$ cat config.mk
export PLATFORM = sky130hd
export DESIGN_NAME = trapezoid_velocity_profile
export DESIGN_NICKNAME = d
export VERILOG_FILES = /design/src/hdl/tvp_pkg.sv /design/src/hdl/tvp_cfg.sv /design/src/hdl/tvp_ctrl.sv /design/src/hdl/tvp_dp.sv /design/src/hdl/trapezoid_velocity_profile.sv
export SDC_FILE = /design/constraint.sdc
export NUM_CORES = 2
export LEC_CHECK = 0
export BUFFER_PORTS_ARGS = -buffer_cell sky130_fd_sc_hd__buf_2
export CAP_MARGIN = 10
export CORE_UTILIZATION = 55
export DETAILED_ROUTE_END_ITERATION = 7
export PLACE_DENSITY = 0.7
export SYNTH_ARGS = -nofsm -noshare
export SYNTH_HDL_FRONTEND = slang
export SYNTH_SLANG_ARGS = --single-unit
$ cat constraint.sdc
create_clock -name aclk -period 10.2 [get_ports aclk]
set_clock_uncertainty 0.15 [all_clocks]
set_input_delay 1.53 -clock aclk [delete_from_list [all_inputs] [get_ports aclk]]
set_output_delay 1.53 -clock aclk [all_outputs]
set_load 0.05 [all_outputs]
$ cat src/hdl/tvp_pkg.sv
// Package for the trapezoidal velocity profile generator.
// Holds the payload structs, function and register codes, datapath op codes and width helpers.
// Has no dependencies. Every other file in hdl/ uses it.
package tvp_pkg;

    // Field widths, fixed by the interface.
    localparam int FUNC_W     = 2;
    localparam int FIELD_W    = 32;
    localparam int VEL_W      = 32;
    localparam int LIM_W      = 23;
    localparam int TICK_W     = 24;
    localparam int CFG_IDX_W  = 4;
    localparam int CFG_DATA_W = 32;

    // Defaults for the top-level parameters.
    localparam int VEL_FRAC_BITS_DEF = 8;
    localparam int POS_WIDTH_DEF     = 32;

    // Algorithm constants.
    localparam int WINDOW_COUNTS = 4;
    localparam int STOP_SPEED    = 50;
    localparam int PERIOD_FRAC   = 24;

    // Register reset values.
    localparam logic [LIM_W-1:0]  LIM_RST  = LIM_W'(1);
    localparam logic [LIM_W-1:0]  ACC_RST  = LIM_W'(1);
    localparam logic [LIM_W-1:0]  DEC_RST  = LIM_W'(1);
    localparam logic [TICK_W-1:0] TICK_RST = TICK_W'(16777);

    // Function codes carried by each input beat.
    localparam logic [FUNC_W-1:0] FUNC_STEP = 2'd0;
    localparam logic [FUNC_W-1:0] FUNC_SET  = 2'd1;
    localparam logic [FUNC_W-1:0] FUNC_STOP = 2'd2;

    // Configuration register indexes.
    localparam logic [CFG_IDX_W-1:0] CFG_VLIM = 4'd0;
    localparam logic [CFG_IDX_W-1:0] CFG_ACC  = 4'd1;
    localparam logic [CFG_IDX_W-1:0] CFG_DEC  = 4'd2;
    localparam logic [CFG_IDX_W-1:0] CFG_TICK = 4'd3;

    // Datapath operation codes issued by the controller.
    localparam int OP_W = 4;
    localparam logic [OP_W-1:0] OP_NOP      = 4'd0;
    localparam logic [OP_W-1:0] OP_LOAD     = 4'd1;
    localparam logic [OP_W-1:0] OP_CLASSIFY = 4'd2;
    localparam logic [OP_W-1:0] OP_MUL_LO   = 4'd3;
    localparam logic [OP_W-1:0] OP_MUL_HI   = 4'd4;
    localparam logic [OP_W-1:0] OP_SQRT     = 4'd5;
    localparam logic [OP_W-1:0] OP_BRAKE    = 4'd6;
    localparam logic [OP_W-1:0] OP_RATE     = 4'd7;
    localparam logic [OP_W-1:0] OP_DCLAMP   = 4'd8;
    localparam logic [OP_W-1:0] OP_FINAL    = 4'd9;

    typedef struct packed {
        logic [FUNC_W-1:0]         func;
        logic signed [FIELD_W-1:0] axis_pos;
        logic signed [FIELD_W-1:0] new_target;
    } in_t;

    typedef struct packed {
        logic signed [VEL_W-1:0] velocity_out;
        logic                    settled;
    } out_t;

    // Effective configuration seen by the datapath.
    typedef struct packed {
        logic [LIM_W-1:0]  lim;
        logic [LIM_W-1:0]  acc;
        logic [LIM_W-1:0]  dec;
        logic [TICK_W-1:0] tick;
    } cfg_t;

    typedef struct packed {
        logic [OP_W-1:0] op;
    } cmd_t;

    typedef struct packed {
        logic long_path;
    } stat_t;

    // Square root iterations: one result bit per cycle over the 2*dec*|dist| radicand.
    function automatic int sqrt_iters(input int pos_w);
        return (pos_w + LIM_W + 3) / 2;
    endfunction

    // Width of the signed velocity arithmetic, wide enough for the command and the scaled limit.
    function automatic int vel_wide_w(input int frac);
        int a;
        int b;
        a = VEL_W + 1;
        b = LIM_W + frac + 1;
        return ((a > b) ? a : b) + 1;
    endfunction

endpackage

$ cat src/hdl/tvp_cfg.sv
// Configuration register file of the velocity profile generator.
// Depends on tvp_pkg; presents the effective limit, rates and tick period as one struct.
module tvp_cfg (
    input  logic                             aclk,
    input  logic                             aresetn,
    input  logic                             cfg_valid,
    output logic                             cfg_ready,
    input  logic [tvp_pkg::CFG_IDX_W-1:0]    cfg_index,
    input  logic [tvp_pkg::CFG_DATA_W-1:0]   cfg_data,
    output tvp_pkg::cfg_t                    cfg
);

    logic [tvp_pkg::LIM_W-1:0]  lim_reg;
    logic [tvp_pkg::LIM_W-1:0]  acc_reg;
    logic [tvp_pkg::LIM_W-1:0]  dec_reg;
    logic [tvp_pkg::TICK_W-1:0] tick_reg;

    // Writes are always taken; the value is cut to the register width.
    assign cfg_ready = 1'b1;

    always_ff @(posedge aclk) begin
        if (!aresetn) begin
            lim_reg  <= tvp_pkg::LIM_RST;
            acc_reg  <= tvp_pkg::ACC_RST;
            dec_reg  <= tvp_pkg::DEC_RST;
            tick_reg <= tvp_pkg::TICK_RST;
        end else if (cfg_valid) begin
            case (cfg_index)
                tvp_pkg::CFG_VLIM: lim_reg  <= cfg_data[tvp_pkg::LIM_W-1:0];
                tvp_pkg::CFG_ACC:  acc_reg  <= cfg_data[tvp_pkg::LIM_W-1:0];
                tvp_pkg::CFG_DEC:  dec_reg  <= cfg_data[tvp_pkg::LIM_W-1:0];
                tvp_pkg::CFG_TICK: tick_reg <= cfg_data[tvp_pkg::TICK_W-1:0];
                default: ;
            endcase
        end
    end

    // A zero limit or rate behaves as one.
    assign cfg.lim  = (lim_reg == '0) ? tvp_pkg::LIM_W'(1) : lim_reg;
    assign cfg.acc  = (acc_reg == '0) ? tvp_pkg::LIM_W'(1) : acc_reg;
    assign cfg.dec  = (dec_reg == '0) ? tvp_pkg::LIM_W'(1) : dec_reg;
    assign cfg.tick = tick_reg;

endmodule

$ cat src/hdl/tvp_ctrl.sv
// Sequencing state machine of the velocity profile generator.
// Depends on tvp_pkg; drives datapath op codes and owns the handshakes and the square root count.
module tvp_ctrl #(
    parameter int POS_WIDTH = tvp_pkg::POS_WIDTH_DEF
) (
    input  logic           aclk,
    input  logic           aresetn,
    input  logic           s_valid,
    output logic           s_ready,
    output logic           m_valid,
    input  logic           m_ready,
    input  tvp_pkg::stat_t stat,
    output tvp_pkg::cmd_t  cmd
);

    localparam int ITERS = tvp_pkg::sqrt_iters(POS_WIDTH);
    localparam int CW    = $clog2(ITERS);

    localparam logic [3:0] ST_IDLE     = 4'd0;
    localparam logic [3:0] ST_CLASSIFY = 4'd1;
    localparam logic [3:0] ST_MUL_LO   = 4'd2;
    localparam logic [3:0] ST_MUL_HI   = 4'd3;
    localparam logic [3:0] ST_SQRT     = 4'd4;
    localparam logic [3:0] ST_BRAKE    = 4'd5;
    localparam logic [3:0] ST_RATE     = 4'd6;
    localparam logic [3:0] ST_DCLAMP   = 4'd7;
    localparam logic [3:0] ST_FINAL    = 4'd8;

    logic [3:0]    state_reg, state_next;
    logic [CW-1:0] cnt_reg, cnt_next;
    logic          m_valid_reg, m_valid_next;

    // Next state, op code and output valid.
    always_comb begin
        state_next   = state_reg;
        cnt_next     = cnt_reg;
        m_valid_next = m_valid_reg && !m_ready;
        cmd.op       = tvp_pkg::OP_NOP;
        s_ready      = 1'b0;
        case (state_reg)
            ST_IDLE: begin
                s_ready = 1'b1;
                if (s_valid) begin
                    cmd.op     = tvp_pkg::OP_LOAD;
                    state_next = ST_CLASSIFY;
                end
            end
            ST_CLASSIFY: begin
                cmd.op     = tvp_pkg::OP_CLASSIFY;
                state_next = stat.long_path ? ST_MUL_LO : ST_FINAL;
            end
            ST_MUL_LO: begin
                cmd.op     = tvp_pkg::OP_MUL_LO;
                state_next = ST_MUL_HI;
            end
            ST_MUL_HI: begin
                cmd.op     = tvp_pkg::OP_MUL_HI;
                cnt_next   = '0;
                state_next = ST_SQRT;
            end
            ST_SQRT: begin
                cmd.op   = tvp_pkg::OP_SQRT;
                cnt_next = cnt_reg + CW'(1);
                if (cnt_reg == CW'(ITERS - 1)) begin
                    state_next = ST_BRAKE;
                end
            end
            ST_BRAKE: begin
                cmd.op     = tvp_pkg::OP_BRAKE;
                state_next = ST_RATE;
            end
            ST_RATE: begin
                cmd.op     = tvp_pkg::OP_RATE;
                state_next = ST_DCLAMP;
            end
            ST_DCLAMP: begin
                cmd.op     = tvp_pkg::OP_DCLAMP;
                state_next = ST_FINAL;
            end
            ST_FINAL: begin
                // Commit only once the output register is free.
                if (!m_valid_reg || m_ready) begin
                    cmd.op       = tvp_pkg::OP_FINAL;
                    m_valid_next = 1'b1;
                    state_next   = ST_IDLE;
                end
            end
            default: begin
                state_next = ST_IDLE;
            end
        endcase
    end

    always_ff @(posedge aclk) begin
        if (!aresetn) begin
            state_reg   <= ST_IDLE;
            cnt_reg     <= '0;
            m_valid_reg <= 1'b0;
        end else begin
            state_reg   <= state_next;
            cnt_reg     <= cnt_next;
            m_valid_reg <= m_valid_next;
        end
    end

    assign m_valid = m_valid_reg;

endmodule

$ cat src/hdl/tvp_dp.sv
// Datapath of the velocity profile generator: distance, braking-curve square root and slew.
// Depends on tvp_pkg; executes one op code per cycle from tvp_ctrl and holds the output beat.
module tvp_dp #(
    parameter int VEL_FRAC_BITS = tvp_pkg::VEL_FRAC_BITS_DEF,
    parameter int POS_WIDTH     = tvp_pkg::POS_WIDTH_DEF
) (
    input  logic           aclk,
    input  logic           aresetn,
    input  tvp_pkg::in_t   s_payload,
    input  tvp_pkg::cfg_t  cfg,
    input  tvp_pkg::cmd_t  cmd,
    output tvp_pkg::stat_t stat,
    output tvp_pkg::out_t  m_payload
);

    localparam int F     = VEL_FRAC_BITS;
    localparam int PW    = POS_WIDTH;
    localparam int LW    = tvp_pkg::LIM_W;
    localparam int AW    = PW + 1;
    localparam int H     = (AW + 1) / 2;
    localparam int HW    = AW - H;
    localparam int PRW   = LW + AW;
    localparam int QW    = tvp_pkg::sqrt_iters(PW);
    localparam int RW    = 2 * QW;
    localparam int REMW  = QW + 2;
    localparam int CMW   = (QW > LW) ? QW : LW;
    localparam int VW    = tvp_pkg::vel_wide_w(F);
    localparam int PRODW = LW + tvp_pkg::TICK_W;
    localparam int SH    = tvp_pkg::PERIOD_FRAC - F;

    localparam logic signed [VW-1:0] V32_MAX = VW'(2147483647);
    localparam logic signed [VW-1:0] V32_MIN = ~V32_MAX;

    // Captured item and architected state.
    logic [tvp_pkg::FUNC_W-1:0] func_reg;
    logic signed [PW-1:0]       pos_reg;
    logic signed [PW-1:0]       tgt_reg;
    logic signed [PW-1:0]       goal_reg;
    logic signed [tvp_pkg::VEL_W-1:0] vc_reg;

    // Working registers.
    logic [AW-1:0]          adist_reg;
    logic                   dist_neg_reg;
    logic                   window_reg;
    logic                   long_reg;
    logic [PRW-1:0]         prod_reg;
    logic [RW-1:0]          rad_reg;
    logic [REMW-1:0]        rem_reg;
    logic [QW-1:0]          root_reg;
    logic [VW-1:0]          dmag_reg;
    logic signed [VW-1:0]   desired_reg;
    logic signed [VW-1:0]   delta_reg;
    logic [PRODW-1:0]       maxd_prod_reg;
    tvp_pkg::out_t          out_reg;

    // Distance to go and the settle window.
    logic signed [AW-1:0] dist_c;
    logic [AW-1:0]        adist_c;
    logic signed [VW-1:0] vc_w;
    logic [VW-1:0]        vc_mag;
    logic                 window_c;
    logic                 tick_zero;

    assign vc_w      = VW'(vc_reg);
    assign vc_mag    = vc_reg[tvp_pkg::VEL_W-1] ? VW'(-vc_w) : VW'(vc_w);
    assign dist_c    = AW'(goal_reg) - AW'(pos_reg);
    assign adist_c   = dist_c[AW-1] ? AW'(-dist_c) : AW'(dist_c);
    assign tick_zero = (cfg.tick == '0);
    assign window_c  = (adist_c <= AW'(tvp_pkg::WINDOW_COUNTS)) &&
                       (vc_mag <= (VW'(tvp_pkg::STOP_SPEED) << F));

    assign stat.long_path = (func_reg == tvp_pkg::FUNC_STEP) && !tick_zero && !window_c;

    // Radicand product in two partial products.
    logic [LW+H-1:0]  mul_lo;
    logic [LW+HW-1:0] mul_hi;
    logic [PRW-1:0]   prod_sum;

    assign mul_lo   = cfg.dec * adist_reg[H-1:0];
    assign mul_hi   = cfg.dec * adist_reg[AW-1:H];
    assign prod_sum = prod_reg + (PRW'(mul_hi) << H);

    // One root bit per cycle, restoring form.
    logic [REMW-1:0] rem_sh;
    logic [REMW-1:0] trial;
    logic            take;

    assign rem_sh = {rem_reg[REMW-3:0], rad_reg[RW-1:RW-2]};
    assign trial  = {root_reg, 2'b01};
    assign take   = (rem_sh >= trial);

    // Braking speed clamped to the limit and signed by direction.
    logic [CMW-1:0] root_x;
    logic [CMW-1:0] lim_x;
    logic [CMW-1:0] brake_x;
    logic [VW-1:0]  dmag_c;

    assign root_x  = CMW'(root_reg);
    assign lim_x   = CMW'(cfg.lim);
    assign brake_x = (root_x > lim_x) ? lim_x : root_x;
    assign dmag_c  = VW'(brake_x[LW-1:0]) << F;

    // Slew rate choice and largest step per tick.
    logic             slowing;
    logic [LW-1:0]    rate;
    logic [PRODW-1:0] rate_prod;

    assign slowing = (!vc_reg[tvp_pkg::VEL_W-1] && (vc_reg != '0) && desired_reg[VW-1]) ||
                     (vc_reg[tvp_pkg::VEL_W-1] && !desired_reg[VW-1] && (desired_reg != '0)) ||
                     (dmag_reg < vc_mag);
    assign rate      = slowing ? cfg.dec : cfg.acc;
    assign rate_prod = rate * cfg.tick;

    // Clamp of the change to the largest step.
    logic signed [VW-1:0] maxd;
    logic signed [VW-1:0] delta_c;

    assign maxd = VW'(maxd_prod_reg >> SH);

    always_comb begin
        if (delta_reg > maxd) begin
            delta_c = maxd;
        end else if (delta_reg < -maxd) begin
            delta_c = -maxd;
        end else begin
            delta_c = delta_reg;
        end
    end

    // New command with limit clamp and 32-bit saturation.
    logic signed [VW-1:0] v_sum;
    logic signed [VW-1:0] limf;
    logic signed [VW-1:0] v_lim;
    logic signed [VW-1:0] v_sat;

    assign v_sum = vc_w + delta_reg;
    assign limf  = VW'(cfg.lim) << F;

    always_comb begin
        if (v_sum > limf) begin
            v_lim = limf;
        end else if (v_sum < -limf) begin
            v_lim = -limf;
        end else begin
            v_lim = v_sum;
        end
        if (v_lim > V32_MAX) begin
            v_sat = V32_MAX;
        end else if (v_lim < V32_MIN) begin
            v_sat = V32_MIN;
        end else begin
            v_sat = v_lim;
        end
    end

    // Final result and state update for every kind of item.
    logic signed [tvp_pkg::VEL_W-1:0] res_c;
    logic signed [tvp_pkg::VEL_W-1:0] vc_fin;
    logic                             settled_c;
    logic                             goal_we;

    always_comb begin
        res_c     = vc_reg;
        vc_fin    = vc_reg;
        settled_c = 1'b0;
        goal_we   = 1'b0;
        if (long_reg) begin
            vc_fin = v_sat[tvp_pkg::VEL_W-1:0];
            res_c  = v_sat[tvp_pkg::VEL_W-1:0];
        end else begin
            case (func_reg)
                tvp_pkg::FUNC_STEP: begin
                    res_c = '0;
                    if (window_reg) begin
                        vc_fin    = '0;
                        settled_c = 1'b1;
                    end
                end
                tvp_pkg::FUNC_SET: begin
                    goal_we = 1'b1;
                    if (pos_reg == tgt_reg) begin
                        vc_fin = '0;
                        res_c  = '0;
                    end
                end
                tvp_pkg::FUNC_STOP: begin
                    vc_fin = '0;
                    res_c  = '0;
                end
                default: ;
            endcase
        end
    end

    // Working and payload registers.
    always_ff @(posedge aclk) begin
        case (cmd.op)
            tvp_pkg::OP_LOAD: begin
                func_reg <= s_payload.func;
                pos_reg  <= s_payload.axis_pos[PW-1:0];
                tgt_reg  <= s_payload.new_target[PW-1:0];
            end
            tvp_pkg::OP_CLASSIFY: begin
                adist_reg    <= adist_c;
                dist_neg_reg <= dist_c[AW-1];
                // A zero tick period freezes the step, so it never settles.
                window_reg   <= window_c && !tick_zero;
                long_reg     <= stat.long_path;
            end
            tvp_pkg::OP_MUL_LO: begin
                prod_reg <= PRW'(mul_lo);
            end
            tvp_pkg::OP_MUL_HI: begin
                rad_reg  <= RW'({prod_sum, 1'b0});
                rem_reg  <= '0;
                root_reg <= '0;
            end
            tvp_pkg::OP_SQRT: begin
                rem_reg  <= take ? (rem_sh - trial) : rem_sh;
                root_reg <= {root_reg[QW-2:0], take};
                rad_reg  <= rad_reg << 2;
            end
            tvp_pkg::OP_BRAKE: begin
                dmag_reg    <= dmag_c;
                desired_reg <= dist_neg_reg ? -$signed(dmag_c) : $signed(dmag_c);
            end
            tvp_pkg::OP_RATE: begin
                maxd_prod_reg <= rate_prod;
                delta_reg     <= desired_reg - vc_w;
            end
            tvp_pkg::OP_DCLAMP: begin
                delta_reg <= delta_c;
            end
            tvp_pkg::OP_FINAL: begin
                out_reg.velocity_out <= res_c;
                out_reg.settled      <= settled_c;
            end
            default: ;
        endcase
    end

    // Goal position and velocity command.
    always_ff @(posedge aclk) begin
        if (!aresetn) begin
            goal_reg <= '0;
            vc_reg   <= '0;
        end else if (cmd.op == tvp_pkg::OP_FINAL) begin
            vc_reg <= vc_fin;
            if (goal_we) begin
                goal_reg <= tgt_reg;
            end
        end
    end

    assign m_payload = out_reg;

endmodule

$ cat src/hdl/trapezoid_velocity_profile.sv
// Trapezoidal velocity profile generator, top level. Uses tvp_pkg, tvp_cfg, tvp_ctrl, tvp_dp.
// A step outside the settle window, with a nonzero tick, runs classify, two partial products,
// the floor square root (one bit per cycle), brake, rate, delta clamp and final; other items
// go to final, which waits for a free output register; a new beat is taken after final.
// Reset (aresetn low, synchronous) clears goal and command to zero and loads register defaults.
module trapezoid_velocity_profile #(
    parameter int VEL_FRAC_BITS = tvp_pkg::VEL_FRAC_BITS_DEF,
    parameter int POS_WIDTH     = tvp_pkg::POS_WIDTH_DEF
) (
    input  logic                           aclk,
    input  logic                           aresetn,
    input  logic                           s_valid,
    output logic                           s_ready,
    input  tvp_pkg::in_t                   s_payload,
    output logic                           m_valid,
    input  logic                           m_ready,
    output tvp_pkg::out_t                  m_payload,
    input  logic                           cfg_valid,
    output logic                           cfg_ready,
    input  logic [tvp_pkg::CFG_IDX_W-1:0]  cfg_index,
    input  logic [tvp_pkg::CFG_DATA_W-1:0] cfg_data
);

    tvp_pkg::cfg_t  cfg;
    tvp_pkg::cmd_t  cmd;
    tvp_pkg::stat_t stat;

    // Configuration registers.
    tvp_cfg u_cfg (
        .aclk      (aclk),
        .aresetn   (aresetn),
        .cfg_valid (cfg_valid),
        .cfg_ready (cfg_ready),
        .cfg_index (cfg_index),
        .cfg_data  (cfg_data),
        .cfg       (cfg)
    );

    // Sequencer.
    tvp_ctrl #(
        .POS_WIDTH (POS_WIDTH)
    ) u_ctrl (
        .aclk    (aclk),
        .aresetn (aresetn),
        .s_valid (s_valid),
        .s_ready (s_ready),
        .m_valid (m_valid),
        .m_ready (m_ready),
        .stat    (stat),
        .cmd     (cmd)
    );

    // Arithmetic and state.
    tvp_dp #(
        .VEL_FRAC_BITS (VEL_FRAC_BITS),
        .POS_WIDTH     (POS_WIDTH)
    ) u_dp (
        .aclk      (aclk),
        .aresetn   (aresetn),
        .s_payload (s_payload),
        .cfg       (cfg),
        .cmd       (cmd),
        .stat      (stat),
        .m_payload (m_payload)
    );

endmodule

* Word level (Yosys, flattened, before mapping)
Cells that the tools add are included.
** Operators by class
- Add/subtract/negate cells :: 11
- Magnitude comparators :: 11
- Multiplexer cells :: 40
- Bitwise logic cells :: 1
- Multiply operators :: 3
- Reductions and logical operators :: 41
- Equal/unequal tests :: 29
** Operators by type and width (count)
- $mux 32 :: 6
- $mux 34 :: 5
- $pmux 29 s2 :: 2
- $pmux 58 s2 :: 1
- $mux 23 :: 5
- $neg 31->34 :: 3
- $pmux 32 s3 :: 1
- $pmux 4 s9 :: 2
- $logic_not 23->1 :: 3
- $gt 34x32->1 :: 2
- $lt 34x34->1 :: 2
- $pmux 34 s2 :: 1
- $pmux 32 s2 :: 1
- $add 40x56->56 :: 1
- $mul 23x24->47 :: 1
- $mul 23x17->40 :: 1
- $mul 23x16->39 :: 1
- $add 32x34->34 :: 1
- $gt 34x32->1 const B :: 1
- $le 34x14->1 const B :: 1
- $lt 31x34->1 :: 1
- $lt 34x32->1 const B :: 1
- $neg 32->34 :: 1
- $reduce_bool 34->1 :: 1
- 38 further kinds :: 91
** Word-level totals
- Logic and storage cells :: 163
- Register bits :: 596
- Output and inout bits :: 36
- Input port bits :: 107

* Longest topological paths before layout
- Word-level depth :: 10
- Depth in mapped cells :: 46
- Depth with buffers taken out :: 43

* By module
From an unflattened synthesis, not the netlist that was laid out.
** Second synthesis, totals
- Cells, all modules :: 8867
- Area, all modules :: 79705.2 sq um
** By module, submodules not included
- tvp_dp :: sequential area each 13382.8 sq um, area an instance 75199.6 sq um, times used 1, cells an instance 8360
- tvp_cfg :: sequential area each 1861.8 sq um, area an instance 3920.0 sq um, times used 1, cells an instance 435
- tvp_ctrl :: sequential area each 200.2 sq um, area an instance 585.6 sq um, times used 1, cells an instance 72

* Least setup slack after synthesis
OpenSTA, ideal clock, no wires.
- Path type :: flip-flop to flip-flop
- From :: register u_dp.vc_reg[14] in the netlist's numbering
- To :: register u_dp.maxd_prod_reg[40] (data pin)
- Arrival :: 10.538 ns
- Setup slack :: -0.750 ns
- Clock period less this slack :: 10.950 ns
- Stages on the path, launching flop included :: 41
- Required time :: 9.788 ns
- Setup time :: 0.262 ns
- Cells stage by stage :: dfxtp_1 -> buf_2 -> or4_1 -> nor2_1 -> nand4_1 -> o41ai_1 -> xnor2_1 -> ha_1 -> nand3_1 -> nor4_1 -> nand3b_1 -> or4_1 -> o211a_1 -> or2_1 -> a21o_1 -> buf_1 -> mux2i_1 -> clkbuf_1 -> [5 not listed] -> fa_1 -> inv_1 -> fa_1 -> fa_1 -> inv_1 -> fa_1 -> inv_1 -> ha_1 -> a21o_1 -> a21oi_1 -> nand3_1 -> nor3_1 -> a31oi_2 -> or2_2 -> a31oi_2 -> o21a_1 -> o21bai_1 -> xor2_1
** Between the ends
- Longest elaborated chain between the ends :: 7
- Elaborated cells between the ends (all ways) :: 10
** RTL lines
- start, declared :: RTL line tvp_dp.sv:39 : logic signed [tvp_pkg::VEL_W-1:0] vc_reg;
- start signal, assigned :: RTL line tvp_dp.sv:248 : vc_reg <= vc_fin;
- branches (longest 4 deep; another with $neg 32->34)
- $logic_or 1x1->1 (*) :: RTL line tvp_dp.sv:109 : (vc_reg[tvp_pkg::VEL_W-1] && !desired_reg[VW-1] && (desired_reg != '0)) ||
- $mux 23 (*) :: RTL line tvp_dp.sv:111 : assign rate = slowing ? cfg.dec : cfg.acc;
- $mul 23x24->47 (*) :: RTL line tvp_dp.sv:112 : assign rate_prod = rate * cfg.tick;
- net u_dp.rate_prod[40] :: RTL line tvp_dp.sv:106 : logic [PRODW-1:0] rate_prod;
- end signal, assigned :: RTL line tvp_dp.sv:228 : maxd_prod_reg <= rate_prod;
- end, declared :: RTL line tvp_dp.sv:53 : logic [PRODW-1:0] maxd_prod_reg;
Mark *: on every way through the listed nets, which the timed path passes.
A chain may end at the register's enable or synchronous reset.

* Final worst setup path
- From :: register u_dp.vc_reg[8] in the netlist's numbering
- To :: register u_dp.maxd_prod_reg[40] (data pin)
The elaborated chain is that of the path after synthesis.

==> flow_summary.yaml <==
status:
  outcome: "finished with violations"
  failed_checks: "negative setup slack"
cts:
  htreeDepth: 3
  cts_tree: "built"
  clock_path_buffers: 3
  cts.root.buffer_cell: "clkbuf_16"
  hold_buffers: 0
  worstSkewPairLatency_ns: 0.70
  cts_sinks: 570
  path_clk_slew_ns: 0.07
  numCtsBuffers: 70
grt:
  track_usage: 0.3091
  grt_max_degree: 79
  antenna_found_initial: 5
  grt_pass1_wl_um: 344600
  gr-total-overflow: 0
  grt_pass1_vias: 62691
drt:
  finalWirelength_um: 219400
  dr.pass1.iters: 6
  avgRoutedWirePerCell_um: 20.28
  drcViolationCount: 0
  num_vias: 61955
  drt_iter0_markers: 5652
  vias_per_cell: 5.727
  antenna_left: 0
pwr:
  power.density_nw_per_um2: 80.65
  p_switching_mw: 2.244
  ir_worst_vdd_v: 0.0001298
  power_mw: 6.929
  combPwrFrac: 0.227
  intPower_mw: 4.685
  p_leak_nw: 39.96
  clockPowerShare: 0.374
  switching_share: 0.3239
  seqPwrFrac: 0.399
worst_setup_path:
  critPathLaunchType: "flop"
  worstSetupPathType: "reg -> reg"
  cp-end-kind: "flop"
  slowest_stage: "or4_4"
  worstPathRequired_ns: 10.47
  cpPeakStageDelay_ns: 0.55
  cp_data_arrival_time_ns: 11.01
  cpMostUsedCell: "fa_1"
  worst-path-max-fanout: 12
layout:
  synthToLayoutAreaGrowth_pct: 9.860
  largest_reg_flops: 57
  layout.nets: 10746
  drive_gt1_frac: 0.09189
yosys:
  synth-edff-count: 403
  synth_area_leaders: "fa_1 (27%), edfxtp_1 (15%), ha_1 (11%)"
  async_flop_share: 0
  yosysMostFrequentCell: "nand2_1"
  yosysTopAreaCell: "fa_1"
  synthAdderAreaFrac: 0.3859
  synth.mux.area_fraction: 0.009455
  netlist_area_um2: 78210
  ys_warn_count: 0
  synth.avg_cell_area_um2: 8.984
  synthFlopType: "edfxtp_1"
  synth-simple-area-share: 0.1710
  synth.distinct_cells: 104
  postSynthCellCount: 8705
  synth_seq_cells: 570
  synth_top_family_by_area: "adder cells"
  yosys-top-cells-count: "nand2_1 (1446), inv_1 (1394), fa_1 (1067)"
  synth_top_area_frac: 0.2731
  yosysSeqAreaShare: 0.1975
  synth_compound_area_frac: 0.1027
  synth-xor-area-share: 0.04692
sta:
  min_period_ns: 10.74
  hold_violations: 0
  max-slew-margin-rel: 0.08850
  fmax_mhz: 93.07
  setup_viol: 28
  final_max_slew_viol_count: 0
  tightest_slew_ns: 1.365
  min_period_over_period: 1.053
  setup_slack_ns: -0.5450
  setup_tns_ns: -9.729
  rsz0062_at_grt: "yes"
min_path:
  worstHoldPathType: "reg -> reg"
floorplanning:
  die_w_um: 379.1
  die_y_um: 379.1
  initial_core_util: 0.5537
  dieArea_um2: 143700
  fp.coreArea_um2: 141200
  pin_count: 143
  num_rows: 138
placement:
  place.gp.congestion: 0.9881
  hpwlAfterDp_um: 170500
  portBuffers: 133
run:
  maxCapViolCount: 0
## cells by family after synthesis
family / after synthesis
flip-flops: 570
AO/OA/AOI/OAI: 1222
adder cells (fa/ha/maj): 1772
AND/OR/NAND/NOR: 2857
buffers and inverters: 1793
other: 2
XOR/XNOR: 419
multiplexers: 70
## what timing repair did
item,CTS,global route
pin swaps,40,39
setup endpoints to repair,30,31
gates cloned,2,2
gates resized for setup,77,79
setup buffers,16,11
## worst max-delay path, delay by kind of cell (launching register included)
kind | cells | cell delay [ns]
adders and majority gates | 9 | 4.12
and+or+nand+nor | 12 | 3.03
AOI/OAI and AO/OA | 8 | 1.59
buffers and inverters | 6 | 0.58
muxes | 1 | 0.36
DFF | 1 | 0.32
xor gates and xnor gates | 2 | 0.30
## metrics by stage
step	utilization	instances	cell area [um2]	hold WS (ns)	setup slack (ns)
global route	0.6083	10816	85910	0.3379	-0.9366
floorplan	-	8706	78370	0.2935	0.008878
global placement	0.5844	10657	82550	0.3029	-0.9715
finish	0.6083	10818	85920	0.3154	-0.5450
CTS	0.6047	10802	85410	0.3190	-0.4410
detailed placement	0.5844	10657	82550	0.3094	-1.160
## area by class of cell
| type | count | area, um2 |
|---|---|---|
| antenna | 4 | 10.01 |
| clock buffer | 94 | 1934 |
| clock inverter | 35 | 439.2 |
| fill | 12132 | 55320 |
| inverter | 1395 | 5236 |
| multi-input combinational | 6345 | 56920 |
| sequential | 570 | 15450 |
| tap | 1890 | 2365 |
| timing repair buffer | 485 | 3565 |
## cell usage in the layout, fill, tap and decap left out, types with 20 or more instances in the layout
cell,count
a211oi_1,28
a21boi_0,128
a21o_1,134
a21oi_1,280
a22o_1,20
a31oi_1,34
and2_1,445
and3_1,33
buf_2,132
buf_4,323
clkbuf_16,73
dfxtp_1,166
edfxtp_1,403
fa_1,1055
ha_1,699
inv_1,1391
mux2_2,21
mux2i_1,37
nand2_1,1439
nand2b_1,57
nand3_1,102
nand4_1,71
nor2_1,328
nor2b_1,74
nor3_1,86
nor4_1,56
o211ai_1,31
o21a_1,54
o21ai_0,262
o21bai_1,26
o31ai_1,27
or3_1,25
xnor2_1,316
xor2_1,96
## power by group through the flow
stage          registers (mW)  clock network [mW]  logic, mW
3_3_place_gp             2.80                   0       1.48
6_report                 2.76                2.59       1.57
3_5_place_dp             2.80                   0       1.52
2_1_floorplan            2.71                   0       1.09
4_1_cts                  2.75                2.64       1.54
5_1_grt                  2.77                2.72       1.74
## routing by layer
metal  global-route usage  up-vias  part of all wire
met3              0.06982      420              0.10
met4               0.1038        6             0.035
li1                     -    28281                 -
met1               0.4359    30557              0.43
met2               0.4688     2691              0.44
met5                    0        -           0.00022
## worst paths after layout
path / from / to / slack (ns) / cells past startpoint
setup / recovery: u_dp.vc_reg[8]$_SDFFE_PN0P_ / u_dp.maxd_prod_reg[40]$_DFFE_PP_ / -0.54 / 38
hold reg to reg: u_cfg.tick_reg[1]$_SDFFE_PN0P_ / u_cfg.tick_reg[1]$_SDFFE_PN0P_ / 0.32 / 2
setup reg to reg: u_dp.vc_reg[8]$_SDFFE_PN0P_ / u_dp.maxd_prod_reg[40]$_DFFE_PP_ / -0.54 / 38
hold / removal: u_cfg.tick_reg[1]$_SDFFE_PN0P_ / u_cfg.tick_reg[1]$_SDFFE_PN0P_ / 0.32 / 2
Note: power is estimated with default switching activity, not from simulation.
